### src/rtl/qnpr_pkg.sv
// Shared types and constants for the quadratic nearest positive root unit.
package qnpr_pkg;

   localparam int DATA_W = 32;
   localparam int FRAC_W = 16;
   localparam int ROOT_W = DATA_W - 1;

   typedef struct packed {
      logic signed [DATA_W-1:0] coef_a;
      logic signed [DATA_W-1:0] coef_b;
      logic signed [DATA_W-1:0] coef_c;
   } req_type;

   typedef struct packed {
      logic [ROOT_W-1:0] root;
      logic              hit;
   } rsp_type;

   // control that travels along the cell chains with each item
   typedef struct packed {
      logic vld;
      logic hit;
   } ctl_type;

endpackage

### src/rtl/qnpr_div_cell.sv
// One restoring divider cell: resolves one quotient bit per item per cycle.
module qnpr_div_cell #(
   parameter int RW = 33,
   parameter int NW = 49
) (
   input  logic              clock,
   input  logic              reset,
   input  qnpr_pkg::ctl_type ctl_in,
   input  logic [RW-1:0]     den_in,
   input  logic [RW-1:0]     rem_in,
   input  logic [NW-1:0]     dvd_in,
   input  logic [NW-1:0]     quo_in,
   output qnpr_pkg::ctl_type ctl_out,
   output logic [RW-1:0]     den_out,
   output logic [RW-1:0]     rem_out,
   output logic [NW-1:0]     dvd_out,
   output logic [NW-1:0]     quo_out
);
   import qnpr_pkg::*;

   ctl_type       ctl_ff;
   logic [RW-1:0] den_ff, rem_ff, rem_next;
   logic [NW-1:0] dvd_ff, quo_ff;
   logic [RW:0]   cur, diff;
   logic          ge;

   always_comb begin
      cur      = {rem_in, dvd_in[NW-1]};
      diff     = cur - {1'b0, den_in};
      ge       = (cur >= {1'b0, den_in});
      rem_next = ge ? diff[RW-1:0] : cur[RW-1:0];
   end

   always_ff @(posedge clock) begin
      if (reset) begin
         ctl_ff <= '0;
      end else begin
         ctl_ff <= ctl_in;
      end
      den_ff <= den_in;
      rem_ff <= rem_next;
      dvd_ff <= {dvd_in[NW-2:0], 1'b0};
      quo_ff <= {quo_in[NW-2:0], ge};
   end

   assign ctl_out = ctl_ff;
   assign den_out = den_ff;
   assign rem_out = rem_ff;
   assign dvd_out = dvd_ff;
   assign quo_out = quo_ff;

endmodule

### config.mk
export PLATFORM = sky130hd
export DESIGN_NAME = qnpr_div_cell
export DESIGN_NICKNAME = d
export VERILOG_FILES = /design/src/rtl/qnpr_pkg.sv /design/src/rtl/qnpr_div_cell.sv
export SDC_FILE = /design/constraint.sdc
export NUM_CORES = 1
export LEC_CHECK = 0
export BUFFER_PORTS_ARGS = -buffer_cell sky130_fd_sc_hd__buf_2
export CAP_MARGIN = 20
export CORE_AREA = 2 2 128 130
export CTS_BUF_LIST = sky130_fd_sc_hd__clkbuf_4
export CTS_CLUSTER_DIAMETER = 200
export DETAILED_ROUTE_END_ITERATION = 7
export DIE_AREA = 0 0 130 132
export GPL_ROUTABILITY_DRIVEN = 0
export PLACE_DENSITY = 0.72
export SLEW_MARGIN = 20
export SYNTH_ARGS = -nofsm -noshare
export SYNTH_HDL_FRONTEND = slang
export SYNTH_SLANG_ARGS = --single-unit
### constraint.sdc
create_clock -name clock -period 2.1 [get_ports clock]
set_clock_uncertainty 0.05 [all_clocks]
set_input_delay 0 -clock clock [delete_from_list [all_inputs] [get_ports clock]]
set_output_delay 0 -clock clock [all_outputs]
set_load 0.02 [all_outputs]
==> results of run 1 <==
[kinds of logic after synthesis]
group	after synthesis	synth area share, %
mux	1	0.256
other cells	1	0.0641
fa+ha+maj	34	7.39
simple gates	107	9.06
buf+inv	63	5.49
compound gates	136	17.1
flops	165	56.4
xor+xnor	28	4.19
[through the flow]
step	utilization, %	worst slack [ns]	hold slack, ns	area, sq um
floorplan	-	-0.184	-0.0223	5910
global placement	53.2	-0.341	0.0523	8360
detailed placement	53.2	-0.402	0.0536	8360
[cell usage after synthesis, types with 3 or more instances]
cell,n
o21bai_1,6
buf_2,6
nand4_1,5
buf_6,5
o31ai_1,4
nor2_1,14
a21oi_1,32
o21ai_0,14
nor3_1,4
o21ai_2,20
clkbuf_1,3
xor2_1,13
nand3_1,6
and3_1,7
nand2_1,42
nor2b_1,5
nand2_2,10
dfxtp_1,165
inv_1,44
nor4_1,3
a21o_1,12
nand2b_1,4
ha_1,33
o21ai_1,13
xnor2_1,15
a31oi_1,3
o21a_1,4
o211ai_1,3
==> impl_metrics.py, run 1 <==
metrics = {
    "cts": {
        "root_buffer": "clkbuf_4",
        "cts.path.max_buffers": 2,
        "hold_buffers": 238,
        "postCtsResizedCells": 0,
        "cts_setup_buffers": 0,
        "h-tree-depth": 4,
        "cts.sinks": 165,
        "cts_made_buffers": 17,
    },
    "logic_synthesis": {
        "synth.largest_area_cell": "dfxtp_1",
        "ys_warn_count": 0,
        "yosys.area.top_type_share_pct": 56.4,
        "async_flop_share_pct": 0,
        "synth_edf_count": 0,
        "synth_seq_cells": 165,
        "synth_nets": 737,
        "syn_area_sq_mm": 0.00585,
        "syn_inst": 535,
        "yosysSeqAreaShare_pct": 56.4,
        "synth-main-ff-cell": "dfxtp_1",
        "synth_area_leaders": "dfxtp_1, ha_1, o21ai_2",
        "synth_cell_type_count": 61,
        "syn_area_per_cell_sq_um": 10.9,
    },
    "floorplanning": {
        "floorplan.initialDensity_pct": 37.3,
        "die_y_microns": 132,
        "fp.dieW_microns": 130,
        "pin_count": 334,
        "rows": 46,
    },
    "outcome": {
        "status": "stopped before the end",
        "lastStage": "clock tree synthesis (4_1_cts)",
        "toolErrorMsg": "[ERROR RSZ-0060] Max buffer count reached.",
    },
    "placement": {
        "port_buffers": 331,
        "placed_cells": 1152,
        "dp_hpwl_mm": 14.5,
    },
}
==> inputs of run 2 (changes only) <==
--- a/config.mk
+++ b/config.mk
@@ -7,13 +7,11 @@
 export LEC_CHECK = 0
 export BUFFER_PORTS_ARGS = -buffer_cell sky130_fd_sc_hd__buf_2
 export CAP_MARGIN = 20
-export CORE_AREA = 2 2 128 130
-export CTS_BUF_LIST = sky130_fd_sc_hd__clkbuf_4
-export CTS_CLUSTER_DIAMETER = 200
+export CORE_MARGIN = 2
+export CORE_UTILIZATION = 25
 export DETAILED_ROUTE_END_ITERATION = 7
-export DIE_AREA = 0 0 130 132
 export GPL_ROUTABILITY_DRIVEN = 0
-export PLACE_DENSITY = 0.72
+export PLACE_DENSITY_LB_ADDON = 0.15
 export SLEW_MARGIN = 20
 export SYNTH_ARGS = -nofsm -noshare
 export SYNTH_HDL_FRONTEND = slang
==> constraint.sdc (replaced) <==
create_clock -name clock -period 2.7 [get_ports clock]
set_clock_uncertainty 0.05 [all_clocks]
set_input_delay 0 -clock clock [delete_from_list [all_inputs] [get_ports clock]]
set_output_delay 0 -clock clock [all_outputs]
set_load 0.02 [all_outputs]
==> impl_metrics.py, run 2 <==
metrics = {
    "outcome": {
        "status": "finished, violations left",
        "violations": "negative hold slack",
    },
    "drt": {
        "vias_per_cell": 4.15,
        "wl_per_cell_microns": 15.3,
        "drtIter0Drc": 214,
        "ant_nets": 0,
        "finalWirelength_mm": 21.0,
        "first_pass_iters": 6,
        "num_vias": 5705,
        "drc_errors": 0,
    },
    "logic_synthesis": {
        "syn_area_per_cell_sq_um": 10.9,
        "synth_common_cells": "dfxtp_1, inv_1, nand2_1",
        "synth-main-ff-cell": "dfxtp_1",
        "yosysSeqAreaShare_pct": 56.4,
        "synth_edf_count": 0,
        "synth_seq_cells": 165,
        "synth.largest_area_cell": "dfxtp_1",
        "async_flop_share_pct": 0,
        "synth_cell_type_count": 61,
        "syn_inst": 535,
        "yosys.area.top_type_share_pct": 56.4,
        "synth.most_common_cell": "dfxtp_1",
        "synth_nets": 737,
        "syn_area_sq_mm": 0.00585,
        "synth_area_leaders": "dfxtp_1, ha_1, o21ai_2",
        "ys_warn_count": 0,
    },
    "floorplanning": {
        "rows": 55,
        "fp.dieW_microns": 157,
        "floorplan.initialDensity_pct": 25.6,
        "pin_count": 334,
        "dieArea_sq_mm": 0.0247,
        "coreArea_sq_mm": 0.0228,
        "die_y_microns": 157,
    },
    "grt": {
        "grt_pass1_vias": 5889,
        "grt_usage_pct": 16.2,
        "grt_max_degree": 29,
        "antenna_found_initial": 0,
        "grt_pass1_wl_mm": 30.7,
        "grt-ovfl-total": 0,
    },
    "pwr": {
        "swShare_pct": 30.5,
        "power.switching_mw": 2.04,
        "power.total_mw": 6.68,
        "p_clk_share_pct": 36.6,
        "leakagePower_nw": 4.90,
        "power.density_mw_per_mm2": 655,
        "p_comb_share_pct": 23.1,
        "seqPwrFrac_pct": 40.3,
        "cellInternalPower_mw": 4.64,
        "peakVddDrop_uv": 303,
    },
    "cts": {
        "h-tree-depth": 4,
        "cts_made_buffers": 17,
        "cts.sinks": 165,
        "hold_buffers": 165,
        "cts.path.max_buffers": 2,
        "clk_pin_slew_worst_paths_ns": 0.07,
        "root_buffer": "clkbuf_16",
        "tritoncts": "yes",
    },
    "critical_path": {
        "worstSetupStartpointType": "input pin",
        "cp.arrival_ns": 2.87,
        "path_class": "input pin to flop",
        "startpoint": "den_in[2]",
        "worstPathRequired_ns": 2.95,
        "crit_fanout": 5,
        "critPathCapture": "rem_out[29]$_DFF_P_",
        "endpoint_kind": "flop",
    },
    "layout": {
        "ff_latch_area_sq_mm": 0.00330,
        "fin_nets": 1250,
        "post-route-util_pct": 44.6,
        "area_delta_synth_final_pct": 74.2,
        "largest_reg_flops": 49,
        "layout_common_cells": "buf_2, dfxtp_1, dlygate4sd3_1",
        "mostFrequentLayoutCell": "buf_2",
        "multi_input_comb_area_sq_mm": 0.00227,
        "stdcell_count": 1374,
        "nFillCells": 2243,
        "n_antenna_cell": 0,
        "stdcell_area_sq_mm": 0.0102,
        "drive_gt1_share_pct": 40.4,
    },
    "sta": {
        "period_share_pct": 96.7,
        "hold_ws_ns": -0.256,
        "hold_viol_final": 1,
        "grt_setup_unrepaired": "true",
        "fin_crit_ns": 2.61,
        "maxSlewViolCount": 0,
        "max_freq_ghz": 0.383,
        "finalSetupViolCount": 0,
    },
    "placement": {
        "placed_cell_area_sq_mm": 0.00787,
        "port_buffers": 331,
        "dp_hpwl_mm": 15.4,
        "placed_cells": 1174,
    },
    "hold_path": {
        "hold_path_class": "input pin to flop",
    },
    "flow_run": {
        "drv_cap": 0,
    },
}
[run 2: cell families (layout without fill, tap and decap cells)]
logic type               count (synthesis)  in the layout  synth area share [%]
flip-flops                             165            165                  56.4
AND/OR/NAND/NOR                        107            107                  9.06
other                                    1              1                0.0641
adder cells (fa/ha/maj)                 34             34                  7.39
buffers and inverters                   63            589                  5.49
multiplexers                             1              1                 0.256
XOR/XNOR                                28             28                  4.19
AO/OA/AOI/OAI                          136            136                  17.1
[run 2: per-stage QoR]
stage / worst slack, ns / TNS, ns / hold slack, ns
global placement: 0.119 / 0 / 0.0522
CTS: 0.0296 / 0 / -0.271
global route: -0.0243 / -0.146 / -0.237
finish: 0.0880 / 0 / -0.256
floorplan: 0.350 / 0 / -0.0223
detailed placement: 0.0711 / 0 / 0.0539
[run 2: worst max-delay path, stage by stage]
cell and delay, ns:
dlygate4sd3_1 0.53, buf_2 0.11, inv_1 0.04, ha_1 0.37
o211ai_1 0.12, a21oi_2 0.21, o41ai_2 0.09, buf_4 0.16
o311a_4 0.38, o21ai_4 0.21, a2111oi_4 0.11, nor4_1 0.41
o31ai_2 0.12
[run 2: worst min-delay path by stage]
stage	slack (ns)	end	from	cells after the start
2_1_floorplan	-0.02	den_out[0]$_DFF_P_	den_in[0]	0
3_3_place_gp	0.05	dvd_out[48]$_DFF_P_	dvd_in[47]	1
3_5_place_dp	0.05	dvd_out[2]$_DFF_P_	dvd_in[1]	1
4_1_cts	-0.27	rem_out[0]$_DFF_P_	dvd_in[48]	3
5_1_grt	-0.24	rem_out[0]$_DFF_P_	dvd_in[48]	3
6_report	-0.26	rem_out[0]$_DFF_P_	dvd_in[48]	3
[run 2: power groups by stage]
stage          clock network [mW]  registers, mW  logic [mW]
3_5_place_dp                    0           2.74        1.33
6_report                     2.44           2.69        1.54
3_3_place_gp                    0           2.75        1.33
4_1_cts                      2.53           2.69        1.53
2_1_floorplan                   0           3.02       0.545
5_1_grt                      2.62           2.71        1.67
[run 2: timing repair]
item | CTS | global route
setup buffers | 0 | 2
gates resized for setup | 0 | 10
hold endpoints to repair | 164 | 1
setup endpoints to repair | 0 | 33
[run 2: area by class of cell]
type / count / area share [%]
Inverter: 45 / 1.66
Multi-Input combinational cell: 307 / 22.2
Timing Repair Buffer: 512 / 34.1
Tap cell: 313 / 3.84
Clock buffer: 18 / 4.21
Clock inverter: 14 / 1.56
Sequential cell: 165 / 32.4
[run 2: per-layer routing]
| layer | GRT usage [%] | vias up | wire length (microns) |
|---|---|---|---|
| met5 | 0 | - | 0 |
| met4 | 4.98 | 0 | 366 |
| met3 | 4.65 | 21 | 1430 |
| met2 | 30.5 | 203 | 11000 |
| met1 | 17.4 | 2630 | 8220 |
| li1 | - | 2851 | - |
No activity file was read; power rests on OpenSTA's default activity.
