File: src/rtl/qnpr_pkg.sv
// Shared types and constants for the quadratic nearest positive root unit.
package qnpr_pkg;

   localparam int DATA_W = 32;
   localparam int FRAC_W = 16;
   localparam int ROOT_W = DATA_W - 1;

   typedef struct packed {
      logic signed [DATA_W-1:0] coef_a;
      logic signed [DATA_W-1:0] coef_b;
      logic signed [DATA_W-1:0] coef_c;
   } req_type;

   typedef struct packed {
      logic [ROOT_W-1:0] root;
      logic              hit;
   } rsp_type;

   // control that travels along the cell chains with each item
   typedef struct packed {
      logic vld;
      logic hit;
   } ctl_type;

endpackage

File: src/rtl/qnpr_sqrt_cell.sv
// One restoring square-root cell: resolves one root bit per item per cycle.
module qnpr_sqrt_cell #(
   parameter int W      = 32,
   parameter int SIDE_W = 64
) (
   input  logic              clock,
   input  logic              reset,
   input  qnpr_pkg::ctl_type ctl_in,
   input  logic [SIDE_W-1:0] side_in,
   input  logic [W+1:0]      rem_in,
   input  logic [W-1:0]      root_in,
   input  logic [2*W-1:0]    rad_in,
   output qnpr_pkg::ctl_type ctl_out,
   output logic [SIDE_W-1:0] side_out,
   output logic [W+1:0]      rem_out,
   output logic [W-1:0]      root_out,
   output logic [2*W-1:0]    rad_out
);
   import qnpr_pkg::*;

   ctl_type           ctl_ff;
   logic [SIDE_W-1:0] side_ff;
   logic [W+1:0]      rem_ff, rem_in_c;
   logic [W-1:0]      root_ff, root_in_c;
   logic [2*W-1:0]    rad_ff;
   logic [W+3:0]      cur, trial, diff;
   logic              ge;

   always_comb begin
      cur       = {rem_in, rad_in[2*W-1 -: 2]};
      trial     = {2'b00, root_in, 2'b01};
      diff      = cur - trial;
      ge        = (cur >= trial);
      rem_in_c  = ge ? diff[W+1:0] : cur[W+1:0];
      root_in_c = {root_in[W-2:0], ge};
   end

   always_ff @(posedge clock) begin
      if (reset) begin
         ctl_ff <= '0;
      end else begin
         ctl_ff <= ctl_in;
      end
      side_ff <= side_in;
      rem_ff  <= rem_in_c;
      root_ff <= root_in_c;
      rad_ff  <= {rad_in[2*W-3:0], 2'b00};
   end

   assign ctl_out  = ctl_ff;
   assign side_out = side_ff;
   assign rem_out  = rem_ff;
   assign root_out = root_ff;
   assign rad_out  = rad_ff;

endmodule

File: config.mk
export PLATFORM = sky130hd
export DESIGN_NAME = qnpr_sqrt_cell
export DESIGN_NICKNAME = d
export VERILOG_FILES = /design/src/rtl/qnpr_pkg.sv /design/src/rtl/qnpr_sqrt_cell.sv
export SDC_FILE = /design/constraint.sdc
export NUM_CORES = 1
export LEC_CHECK = 0
export BUFFER_PORTS_ARGS = -buffer_cell sky130_fd_sc_hd__buf_2
export CORE_AREA = 2 2 153 155
export CTS_CLUSTER_SIZE = 8
export DETAILED_ROUTE_END_ITERATION = 8
export DIE_AREA = 0 0 155 157
export RECOVER_POWER = 25
export SETUP_SLACK_MARGIN = 0.3
export SYNTH_ARGS = -nofsm -noshare
export SYNTH_HDL_FRONTEND = slang
export SYNTH_SLANG_ARGS = --single-unit
File: constraint.sdc
create_clock -name clock -period 2.85 [get_ports clock]
set_input_delay 0.57 -clock clock [delete_from_list [all_inputs] [get_ports clock]]
set_output_delay 0.57 -clock clock [all_outputs]
set_load 0.02 [all_outputs]
# Word level (Yosys, flattened, before mapping)
# Index checks and enable logic that the tools add are counted.
# totals
regBits	194
input_bits	198
out_inout_bits	196
word_cells	9
# classes
add_sub_neg	1
magnitude_cmp	1
muxes	1
# ops
cell	count
$ge 36x34->1	1
$mux 34	1
$sub 34x34->34	1

# Longest topological paths before layout
# Gate-level depths: netlist of the first run.
# depth
word_depth	2
mapped_depth	13
depth_no_buf	10

# Worst setup path after synthesis of the first run
# Ideal clock, no wire load.
# synth_path
kind	input port to flip-flop
from	in root_in[9]
to	reg rem_ff[27] (netlist: rem_out[27])
setup_time_ns	0.121
arrival_time_ns	2.552
t_required_ns	2.729
setup_slack_ns	0.176
cell_stages	10
n_path_buf	0
cell_sequence	inv_1 -> ha_1 -> a21o_1 -> a31o_1 -> a211oi_4 -> o211ai_2 -> a21bo_2 -> mux2i_1 -> o221ai_1 -> mux2_4
# synth_via
elab_chain_len	2
word_cells_on_any_way	3
classes_between	add/sub (1); order compare (1); mux (1)
# synth_lines
element	line_no	text
from (decl)	qnpr_sqrt_cell.sv:11	input logic [W-1:0] root_in,
$sub 34x34->34 / $ge 36x34->1 (equally long branches)	qnpr_sqrt_cell.sv:32, qnpr_sqrt_cell.sv:33	
$mux 34 *	qnpr_sqrt_cell.sv:34	rem_in_c = ge ? diff[W+1:0] : cur[W+1:0];
via rem_in_c[27]	qnpr_sqrt_cell.sv:23	logic [W+1:0] rem_ff, rem_in_c;
to (signal assigned)	qnpr_sqrt_cell.sv:45	rem_ff <= rem_in_c;
to (decl)	qnpr_sqrt_cell.sv:23	
# Mark *: on every way through the listed nets, which the timed path passes. The rest lies on a longest branch.
# A chain may end at the register's enable or synchronous reset.

# Final worst setup path of the first run
# layout_path
from	in rem_in[7]
to	reg rem_ff[27] (netlist: rem_out[27])
# layout_via
elab_chain_len	2
word_cells_on_any_way	3
classes_between	add/sub (1); order compare (1); mux (1)
# layout_lines
element	line_no	text
from (decl)	qnpr_sqrt_cell.sv:10	input logic [W+1:0] rem_in,
$ge 36x34->1	qnpr_sqrt_cell.sv:33	ge = (cur >= trial);
via ge	qnpr_sqrt_cell.sv:27	logic ge;
$mux 34	qnpr_sqrt_cell.sv:34	
via rem_in_c[27]	qnpr_sqrt_cell.sv:23	
# The timed path passes the listed nets, and every way through them passes these cells.

==> impl_metrics.toml, run 1 <==
[outcome]
status = "completed"

[synth]
netlist_area_sq_mm = 0.00637
synthArstFlopShare = 0
yosysSeqAreaShare = 0.610
synth_ff_type = "dfxtp_1"
synth.distinct_cells = 62
ys_ff_latch = 194
synth_warnings = 0
postSynthAreaPerCell_sq_um = 11.1
synth_edf_count = 0
synthCells = 575

[global_routing]
grt_antenna_before_repair = 3
grt_max_degree = 49
grt_pass1_vias = 5424
grt_first_pass_wirelength_um = 29000
grt_use_total = 0.157
grt-ovfl-total = 0

[clock_tree]
cts_buffer_depth = 2
clock_sinks = 194
clockRootBuffer = "clkbuf_16"
tritoncts = "yes"
numCtsBuffers = 17
h-tree-depth = 4
cts.clk_slew.worst_paths_ns = 0.08
cts_hold_buf = 0

[finish]
postLayoutCoreUtil = 0.436
final_cells = 1320
nets = 1253
synthToLayoutAreaGrowth_pct = 53.9
drive_gt1_frac = 0.494

[timing]
report.final.slew_viol_count = 0
setup_slack_ns = 0.376
tightest_slew_ns = 0.491
fin_tns_setup_ns = 0
max_freq_mhz = 404
finalHoldViolations = 0
rsz0062_at_grt = "false"
period_minus_slack_ns = 2.47
period_share = 0.868
slew_headroom = 0.670
setup_viol_count_final = 0

[detailed_routing]
drt_iter0_markers = 220
drc = 0
viasPerCell = 4.27
vias = 5638
wire_per_inst_um = 15.8
ant_nets = 0
drt_first_pass_iters = 4
wirelength_um = 20800

[die]
rows = 55
die_w_um = 155
core_sq_mm = 0.0225
dieArea_sq_mm = 0.0243
start_util = 0.283
die_h_um = 157
io_pins = 394

[power]
p_clk_frac = 0.368
power_frac_comb = 0.201
p_switching_mw = 2.13
max-vdd-ir-drop_uv = 294
seqPwrFrac = 0.431
swShare = 0.307
power.density_mw_per_mm2 = 708
power.leakage_nw = 4.94
intPower_mw = 4.81

[setup_path]
setup.worst_path.end_class = "register"
path_class = "in2reg"
cp_slowest_stage_delay_ns = 0.38
startpoint_type = "input port"
cp.required_ns = 3.17
cp_cell_sequence = "buf_2, ha_1, nand2_4, nor2_1, o41ai_2, o211ai_1, a211oi_2, o21a_4, clkinv_4, mux2_4"
cp_max_fo = 5
crit_arrival_ns = 2.79
crit_slowest_cell = "ha_1"

[placed_design]
dp_cells = 1280
numPortBuffers = 391
preCtsSetupSlack_ns = -0.112
hpwl_um = 16400
routabilityCongestion = 0.803

[min_path]
hp-class = "in2reg"

[flow_run]
drv_cap = 0
[synthesized netlist by cell type (5+ instances only)]
cell        n  area [sq um]
buf_2       6          30.0
ha_1       34           425
xor2_1     13           114
nor3_1     10          50.1
nand3_1     6          30.0
dfxtp_1   194          3880
nor2_1     18          67.6
a21o_1     19           143
xnor2_1    14           123
inv_1      42           158
nand2b_1    5          31.3
nand4_1     6          37.5
a21oi_1    28           140
o21ai_0    41           205
nand2_1    58           218
[worst paths after layout]
| kind | startpoint | end | slack, ns | cells after the start |
|---|---|---|---|---|
| max | rem_in[7] | rem_out[27]$_DFF_P_ | 0.38 | 10 |
| min | rad_in[30] | rad_out[32]$_DFF_P_ | 0.23 | 1 |
[flip-flops by register name (all words and copies together) (netlist names)]
name,count
side_out,64
rad_out,62
rem_out,34
root_out,32
ctl_out,2
[per-stage QoR]
stage | power (mW) | area, sq um | hold WS, ns
after floorplan | 3.83 | 6430 | 0.598
after global placement | 4.40 | 8980 | 0.672
after detailed placement | 4.41 | 8980 | 0.674
after CTS | 7.00 | 9630 | 0.207
after global routing | 7.28 | 9800 | 0.198
final | 6.94 | 9800 | 0.230
[cells in the final DEF, fill, tap and decap left out, types with 13 or more instances in the layout]
cell	netlist	layout
buf_4	2	46
nor2_1	18	18
xnor2_1	14	14
ha_1	34	29
clkbuf_16	0	19
a21o_1	19	19
a21oi_1	28	26
nand2_1	58	57
inv_1	42	42
buf_2	6	391
o21ai_0	41	39
xor2_1	13	13
dfxtp_1	194	194
[layer usage]
layer | GRT usage | vias up | part of all wire
li1 | - | 2846 | -
met1 | 0.171 | 2559 | 0.40
met2 | 0.281 | 206 | 0.50
met3 | 0.0597 | 23 | 0.079
met4 | 0.0507 | 4 | 0.016
met5 | 0 | - | 0.0014
[cell type report]
class | count | area, sq um
well taps | 285 | 357
clock inverters | 15 | 224
inverters | 43 | 166
multi-input cells | 324 | 2360
repair buffers | 441 | 2380
diodes | 1 | 2.50
clock buffers | 17 | 425
fillers | 2179 | 12700
flip-flops and latches | 194 | 3880
[logic make-up (layout without fill, tap and decap cells)]
| kind of cell | after synthesis | after routing | share of synthesized area |
|---|---|---|---|
| flops | 194 | 194 | 0.610 |
| compound gates | 133 | 134 | 0.146 |
| simple gates | 122 | 122 | 0.0900 |
| buf+inv | 59 | 516 | 0.0405 |
| fa+ha+maj | 34 | 34 | 0.0668 |
| xor+xnor | 27 | 27 | 0.0371 |
| mux | 5 | 5 | 0.00865 |
| other cells | 1 | 3 | 0.000589 |
[power by group through the flow]
| stage | Combinational [mW] | Sequential, mW | Clock (mW) |
|---|---|---|---|
| after floorplan | 0.474 | 3.35 | 0 |
| after global placement | 1.35 | 3.05 | 0 |
| after detailed placement | 1.35 | 3.05 | 0 |
| after CTS | 1.36 | 2.99 | 2.64 |
| after global routing | 1.51 | 3.01 | 2.76 |
| final | 1.39 | 2.99 | 2.55 |
[worst max-delay path: cells and delay by family]
| kind | cells | cell delay (ns) |
|---|---|---|
| compound gates | 4 | 1.19 |
| fa+ha+maj | 1 | 0.38 |
| buf+inv | 2 | 0.18 |
| mux | 1 | 0.29 |
| simple gates | 2 | 0.18 |
[repair_timing]
item,CTS,global route
buffers inserted,0,3
gates resized for setup,0,15
endpoints found under the hold margin,0,0
endpoints found under the setup margin,0,34
Power figures use the tool's default switching activity.
==> run 2, diff against run 1 <==
Settings changed: CORE_AREA 2 2 153 155 to 2 2 151 153, CTS_BUF_LIST set to sky130_fd_sc_hd__clkbuf_4, DIE_AREA 0 0 155 157 to 0 0 153 155.
==> run 2 against run 1 <==
Setup slack gained 0.074 ns. Utilization is 0.68 points lower. Count of clock-buffer cells in the layout grew 1. Global-route usage grew 0.32 points. Sequential power is essentially flat. Combinational power hardly changed. Power fell by 15%. Non-clock buffer count grew 23. Critical path depth is 1 higher. Sequential share of layout area is 1.1 points higher. Critical endpoint is now rem_out[1]$_DFF_P_. Largest cell class unchanged.
==> impl_metrics.toml, run 2 (same netlist as run 1, synthesis figures left out) <==
[setup_path]
critPathTopFamily = "compound AO/OA/AOI/OAI gates"
crit_slowest_cell = "a221oi_1"
cp.required_ns = 3.35
crit_buf_inv = 3
startpoint_type = "input port"
cp_slowest_stage_delay_ns = 0.36
setup.worst_path.end_class = "register"
cp_cell_sequence = "buf_2, inv_1, ha_4, a21o_1, a221oi_1, o31a_1, o221ai_1, a211oi_1, o21a_2, buf_4, mux2i_1"
path_class = "in2reg"
cp_max_fo = 18
crit_arrival_ns = 2.90

[timing]
slew_headroom = 0.625
period_minus_slack_ns = 2.40
report.final.slew_viol_count = 0
finalHoldViolations = 0
rsz0062_at_grt = "false"
tightest_slew_ns = 0.556
setup_slack_ns = 0.450
setup_viol_count_final = 0
period_share = 0.842
max_freq_mhz = 417

[detailed_routing]
drc = 0
wire_per_inst_um = 14.8
drt_first_pass_iters = 5
wirelength_um = 19900
vias = 5643
drt_iter0_markers = 284
ant_nets = 0
viasPerCell = 4.20

[placed_design]
place_area_sq_mm = 0.00910
dp_cells = 1297
routabilityCongestion = 0.809
numPortBuffers = 391
preCtsSetupSlack_ns = -0.185
hpwl_um = 16400

[power]
power.leakage_nw = 4.86
finalPower_mw = 5.87
max-vdd-ir-drop_uv = 225
power.density_mw_per_mm2 = 616

[clock_tree]
cts.clk_slew.worst_paths_ns = 0.19
clock_sinks = 194
h-tree-depth = 4
cts_buffer_depth = 2
cts_setup_buffers = 0
clockRootBuffer = "clkbuf_4"
tritoncts = "yes"
numCtsBuffers = 17

[finish]
final_cells = 1343
drive_gt1_frac = 0.484
synthToLayoutAreaGrowth_pct = 49.7
largest_reg_flops = 64
fillers = 2193
final_cell_mix = "buf_2 (389), dfxtp_1 (194), buf_4 (60)"
nets = 1275
design_area_sq_mm = 0.00953
layout.cells.most_common = "buf_2"

[global_routing]
grt_use_total = 0.160
grt-ovfl-total = 0
grt_pass1_vias = 5459
grt_antenna_before_repair = 3
grt_max_degree = 24
grt_first_pass_wirelength_um = 29600

[die]
io_pins = 394
die_h_um = 155
die_w_um = 153
dieArea_sq_mm = 0.0237
core_sq_mm = 0.0222
start_util = 0.286
rows = 55

[min_path]
hp-class = "in2reg"

[outcome]
status = "completed"

[flow_run]
drv_cap = 0
[run 2: cell count changes in the layout (fill, tap and decap cells not counted), moves of 3 or more]
| cell | before | now |
|---|---|---|
| clkbuf_16 | 19 | 0 |
| clkbuf_4 | 0 | 18 |
| buf_4 | 46 | 60 |
| dlygate4sd3_1 | 0 | 12 |
| inv_12 | 3 | 0 |
[run 2: cell type report]
cell class                      instances  area, sq um  area share
Antenna cell                            2         5.00    0.000525
Clock buffer                           18          135      0.0142
Clock inverter                         14          161      0.0169
Inverter                               43          166      0.0175
Multi-Input combinational cell        323         2290       0.240
Sequential cell                       194         3880       0.408
Tap cell                              285          357      0.0374
Timing Repair Buffer                  464         2540       0.266
[run 2: metrics by stage]
step	TNS [ns]	util	hold WS, ns
after CTS	0	0.423	0.0142
after floorplan	0	-	0.598
after global placement	-2.09	0.409	0.672
after detailed placement	-2.73	0.409	0.674
after global routing	0	0.429	-0.000651
final	0	0.429	0.0784
[run 2: metal layers]
metal | global-route usage | routed length [um] | vias to the layer above
met5 | 0 | 11 | -
met4 | 0.0445 | 221 | 2
met3 | 0.0423 | 1190 | 15
met2 | 0.284 | 10100 | 220
met1 | 0.191 | 8380 | 2521
li1 | - | - | 2885
[run 2: report_power, final]
| group | switching (mW) | leakage (nW) | internal, mW |
|---|---|---|---|
| combinational | 0.809 | 3.07 | 0.577 |
| sequential | 0.0524 | 1.64 | 2.94 |
| clock | 1.07 | 0.156 | 0.417 |
| total | 1.93 | 4.86 | 3.93 |
[run 2: worst paths after layout]
path	from	end	slack [ns]	cells after the start
setup / recovery	root_in[15]	rem_out[1]$_DFF_P_	0.45	11
hold / removal	rad_in[30]	rad_out[32]$_DFF_P_	0.08	1
[run 2: what timing repair did]
item / in CTS / in global routing
hold endpoints to repair: 0 / 12
gates resized for setup: 0 / 3
hold buffers: 0 / 12
setup endpoints to repair: 0 / 13
